===== src/rtl/imce_pkg.sv =====
package imce_pkg;

  // frame geometry
  localparam int MAX_WIDTH   = 256;
  localparam int MAX_HEIGHT  = 256;
  localparam int COL_W       = $clog2(MAX_WIDTH);
  localparam int ROW_W       = $clog2(MAX_HEIGHT);
  localparam int EW_W        = $clog2(MAX_WIDTH + 1);
  localparam int EH_W        = $clog2(MAX_HEIGHT + 1);
  localparam int STORE_DEPTH = MAX_WIDTH * MAX_HEIGHT;
  localparam int ADDR_W      = $clog2(STORE_DEPTH);
  localparam int COUNT_W     = ADDR_W + 1;

  // pixel and register widths
  localparam int CH_W      = 8;
  localparam int PIX_W     = 3 * CH_W;
  localparam int CFG_W     = 9;
  localparam int MODE_W    = 3;
  localparam int REG_IDX_W = 2;

  // register indexes
  localparam logic [REG_IDX_W-1:0] REG_WIDTH  = 2'd0;
  localparam logic [REG_IDX_W-1:0] REG_HEIGHT = 2'd1;
  localparam logic [REG_IDX_W-1:0] REG_MODE   = 2'd2;

  // mode codes
  localparam logic [MODE_W-1:0] MODE_RED    = 3'd0;
  localparam logic [MODE_W-1:0] MODE_GREEN  = 3'd1;
  localparam logic [MODE_W-1:0] MODE_BLUE   = 3'd2;
  localparam logic [MODE_W-1:0] MODE_GREY   = 3'd3;
  localparam logic [MODE_W-1:0] MODE_FLIP_H = 3'd4;
  localparam logic [MODE_W-1:0] MODE_FLIP_V = 3'd5;

  // reset values of the registers
  localparam logic [CFG_W-1:0]  WIDTH_RST  = 9'd256;
  localparam logic [CFG_W-1:0]  HEIGHT_RST = 9'd256;
  localparam logic [MODE_W-1:0] MODE_RST   = MODE_GREY;

  // divide by 3 as multiply by reciprocal, exact for sums up to 765
  localparam int SUM_W    = CH_W + 2;
  localparam int DIV3_SH  = 11;
  localparam logic [DIV3_SH-1:0] DIV3_MUL = 11'd683;

  typedef struct packed {
    logic [CH_W-1:0] r;
    logic [CH_W-1:0] g;
    logic [CH_W-1:0] b;
  } pixel_t;

endpackage


===== src/rtl/imce_fmt.sv =====
module imce_fmt (
  input  imce_pkg::pixel_t            pix,
  input  logic [imce_pkg::MODE_W-1:0] mode,
  output imce_pkg::pixel_t            res
);
  import imce_pkg::*;

  logic [SUM_W-1:0]         sum;
  logic [SUM_W+DIV3_SH-1:0] prod;
  logic [CH_W-1:0]          grey;

  // channel average, truncated
  always_comb begin
    sum  = SUM_W'(pix.r) + SUM_W'(pix.g) + SUM_W'(pix.b);
    prod = (SUM_W+DIV3_SH)'(sum) * (SUM_W+DIV3_SH)'(DIV3_MUL);
    grey = CH_W'(prod >> DIV3_SH);
  end

  // channel filter, grey average or pass-through
  always_comb begin
    res = pix;
    unique case (mode)
      MODE_RED: begin
        res.g = '0;
        res.b = '0;
      end
      MODE_GREEN: begin
        res.r = '0;
        res.b = '0;
      end
      MODE_BLUE: begin
        res.r = '0;
        res.g = '0;
      end
      MODE_GREY: begin
        res.r = grey;
        res.g = grey;
        res.b = grey;
      end
      default: res = pix;
    endcase
  end

endmodule


===== config.mk =====
export PLATFORM = sky130hd
export DESIGN_NAME = imce_fmt
export DESIGN_NICKNAME = d
export VERILOG_FILES = /design/src/rtl/imce_pkg.sv /design/src/rtl/imce_fmt.sv
export SDC_FILE = /design/constraint.sdc
export NUM_CORES = 1
export LEC_CHECK = 0
export BUFFER_PORTS_ARGS = -buffer_cell sky130_fd_sc_hd__buf_2
export CAP_MARGIN = 25
export CORE_MARGIN = 2
export CORE_UTILIZATION = 47
export DETAILED_ROUTE_END_ITERATION = 10
export PLACE_DENSITY = 0.7
export SYNTH_ARGS = -nofsm -noshare
export SYNTH_HDL_FRONTEND = slang
export SYNTH_SLANG_ARGS = --single-unit

===== constraint.sdc =====
create_clock -name vclk -period 14.2
set_input_delay 2.84 -clock vclk [all_inputs]
set_output_delay 2.84 -clock vclk [all_outputs]
set_load 0.02 [all_outputs]

After elaboration in Yosys (flattened, before gate mapping)
Cells that the tools add are included.
Widths: inputs -> output; s select.
{ "totals": {"register_bits": 0, "wordCells": 13, "input_bits": 27} }
{ "op_classes": {"reduce_logical": 4, "n_eq_ne": 3, "n_addsub": 2, "n_mul": 1, "n_mux": 3} }
{ "ops": {"columns": ["operator", "n"], "rows": [
  ["$pmux 8 s2", 3],
  ["$mul 10x10->19 const B", 1],
  ["$add 9x8->10", 1],
  ["$add 8x8->9", 1],
  ["$eq 3x2->1 const B", 2],
  ["$reduce_or 2->1", 3],
  ["$eq 3x1->1 const B", 1],
  ["$logic_not 3->1", 1]
]} }

Longest topological paths before layout
{ "depth": {"depth_word": 4, "ltp_mapped": 27, "mapped_depth_nobuf": 27} }

Worst setup path before layout
Ideal clock, no wire load.
{ "synth_timing": {"kind": "input to output", "from": "input port pix[1] (netlist bit)", "to": "output port res[15] (netlist bit)", "path_slack_ns": 3.017, "t_required_ns": 11.360, "arrival_ns": 8.343, "stages": 27, "cell_sequence": "inv_1 > fa_1 > inv_1 > ha_1 > inv_1 > fa_1 > nor2b_2 > o31ai_2 > nand2b_1 > a21oi_1 > xnor2_2 > xnor2_1 > ha_1 > inv_1 > fa_1 > inv_1 > fa_1 > inv_1 > fa_1 > inv_1 > ha_1 > o21a_1 > o2111a_1 > o211ai_1 > nand2_1 > xnor2_1 > o21ai_0"} }
{ "synth_rtl": {"columns": ["item", "line_no", "source"], "rows": [
  ["start: declaration", "imce_fmt.sv:2", "input imce_pkg::pixel_t pix,"],
  ["end: declaration", "imce_fmt.sv:4", "output imce_pkg::pixel_t res"]
]} }

==> key figures <==
Synthesis
  – Seq/Total Area, Yosys: 0%
  – Synth Area per Inst: 8.82 um2
  – Cell count after synthesis: 297
  – Area leader, netlist: ha_1
  – Synth cell types: 45
  – Mapped Area: 0.00262 mm2
  – Net count after synthesis: 416
  – Synth top area cells: ha_1, fa_1, inv_1, a22o_1, a21o_1
  – Warnings from Yosys: 0
  – Proportion of netlist area held by the largest area contributor: 30.6%

Worst setup path
  – Most frequent CP cell: inv_1
  – Critical Path RT: 11.36 ns
  – Critical path class: in2out
  – Critical path arrival: 9.14 ns
  – Largest stage delay, worst path: 0.53 ns
  – CP bufs+invs: 10
  – CP top delay family: adder cells
  – Slowest cell on the critical path: fa_1
  – Critical Path End Type: primary output
  – Crit path launch: pix[1]
  – Crit path max fanout: 6
  – Startpoint types: primary input

Final layout
  – P&R area growth vs syn: 11.8%
  – # diodes: 0
  – FF+latch area: 0 um2
  – Commonest non-fill, non-tap cells in the layout: ha_1, inv_1, buf_2
  – Clk_buf instances: 0
  – Total Nets Final: 464
  – Commonest non-fill, non-tap cell in the layout: ha_1
  – Final instance area: 0.00293 mm2
  – Share of cells above drive strength 1: 19.0%
  – Sequential cell count: 0

Min path
  – WHS Path Cells: 3
  – Hold_sp: pix[21]
  – Hold EP: res[21]
  – Worst min path class: in2out

Timing
  – WHS: 6.02 ns
  – RSZ-0062 raised after global routing: false
  – Minimum clock period: 11.98 ns
  – Crit share post-route: 84.4%
  – Fmax: 0.0835 GHz
  – Slew Limit Fails: 0
  – TNS Setup: 0 ns
  – Final hold violations: 0
  – Least-Margin Pin Slew: 0.746 ns
  – Setup-failing EPs final: 0
  – Max-slew headroom: 49.9%

Route
  – Final ANT Viol Nets: 0
  – Via-to-Cell Ratio: 5.32
  – DRC Markers: 0
  – 1st-iter DRT viols: 97
  – TritonRoute pass-1 iters: 4
  – Total wire length: 5840 um
  – Vias: 2206
  – Drt wl/cell: 14.1 um

GRT
  – Total track usage: 19.8%
  – Vias in the first global route: 2200
  – Global-route wire length before repair: 10200 um
  – Initial antenna violation count: 0
  – GRT overflow: 0
  – Pin count of the biggest net entering global routing: 16

CTS
  – Post_cts resized: 0
  – Setup bufs post-CTS: 0
  – Hold-fix buffers, CTS: 0

Place
  – GPL Wtd Cong: 0.890
  – DP Area: 0.00293 mm2
  – HPWL Detailed: 5310 um
  – PortBufs: 51

Status
  – Status: completed

Die
  – I/O Pins: 51
  – Placement row count: 27
  – Die area: 0.00619 mm2
  – Die H: 78.6 um
  – Core area: 0.00544 mm2
  – Initial Util: 48.1%
  – Die X: 78.6 um

Job
  – Max cap viols: 0
## layout make-up
class                      count  area, um2
tap                           72       90.1
fill                         536       2510
timing repair buffer          51        255
multi-input combinational    239       2380
inverter                      53        199
## worst max-delay path by stage
| stage | endpoint | cells after the start |
|---|---|---|
| 6_report | res[18] | 28 |
| 5_1_grt | res[3] | 28 |
| 4_1_cts | res[18] | 28 |
| 3_5_place_dp | res[18] | 28 |
| 3_3_place_gp | res[18] | 28 |
| 2_1_floorplan | res[15] | 27 |
## synthesized netlist by cell type (3+ instances only)
master	count
a21o_1	14
a21boi_0	3
inv_1	53
nor2_1	4
nor3_1	3
o21ai_0	9
a21oi_1	14
nand3_1	5
o211ai_1	3
a22o_1	13
o21ai_1	3
nand2_1	20
fa_1	28
o21bai_1	4
o21a_1	4
and2_1	3
ha_1	64
o31ai_2	3
xor2_1	8
xnor2_1	10
## worst min-delay path: stages
cell and delay [ns]:
buf_2 0.10, a21o_1 0.10, buf_2 0.15
## layer usage
metal	global-route usage (%)	part of all wire, %	wire, um
met1	31.1	53	3100
met2	31.6	45	2620
met3	0.230	2.0	117
met4	1.23	0	0
met5	0	0	0
## kinds of logic (layout without fill, tap and decap cells)
kind of cell | count (synthesis) | in the layout | synth area share [%]
adders and majority gates | 92 | 92 | 52.0
AOI/OAI and AO/OA | 80 | 80 | 22.6
buffers and inverters | 58 | 104 | 8.98
and+or+nand+nor | 47 | 47 | 9.17
xor gates and xnor gates | 20 | 20 | 7.26
## metrics by stage
stage | utilization [%] | worst slack (ns) | cells
after floorplan | - | 3.02 | 297
after global placement | 53.8 | 2.35 | 415
after detailed placement | 53.8 | 2.22 | 415
after CTS | 53.8 | 2.20 | 415
after global routing | 53.8 | 1.74 | 415
final | 53.8 | 2.22 | 415
Power is left out: the tool's default activity adds up to more than one toggle a clock period on the data nets, which glitch-free logic cannot reach.
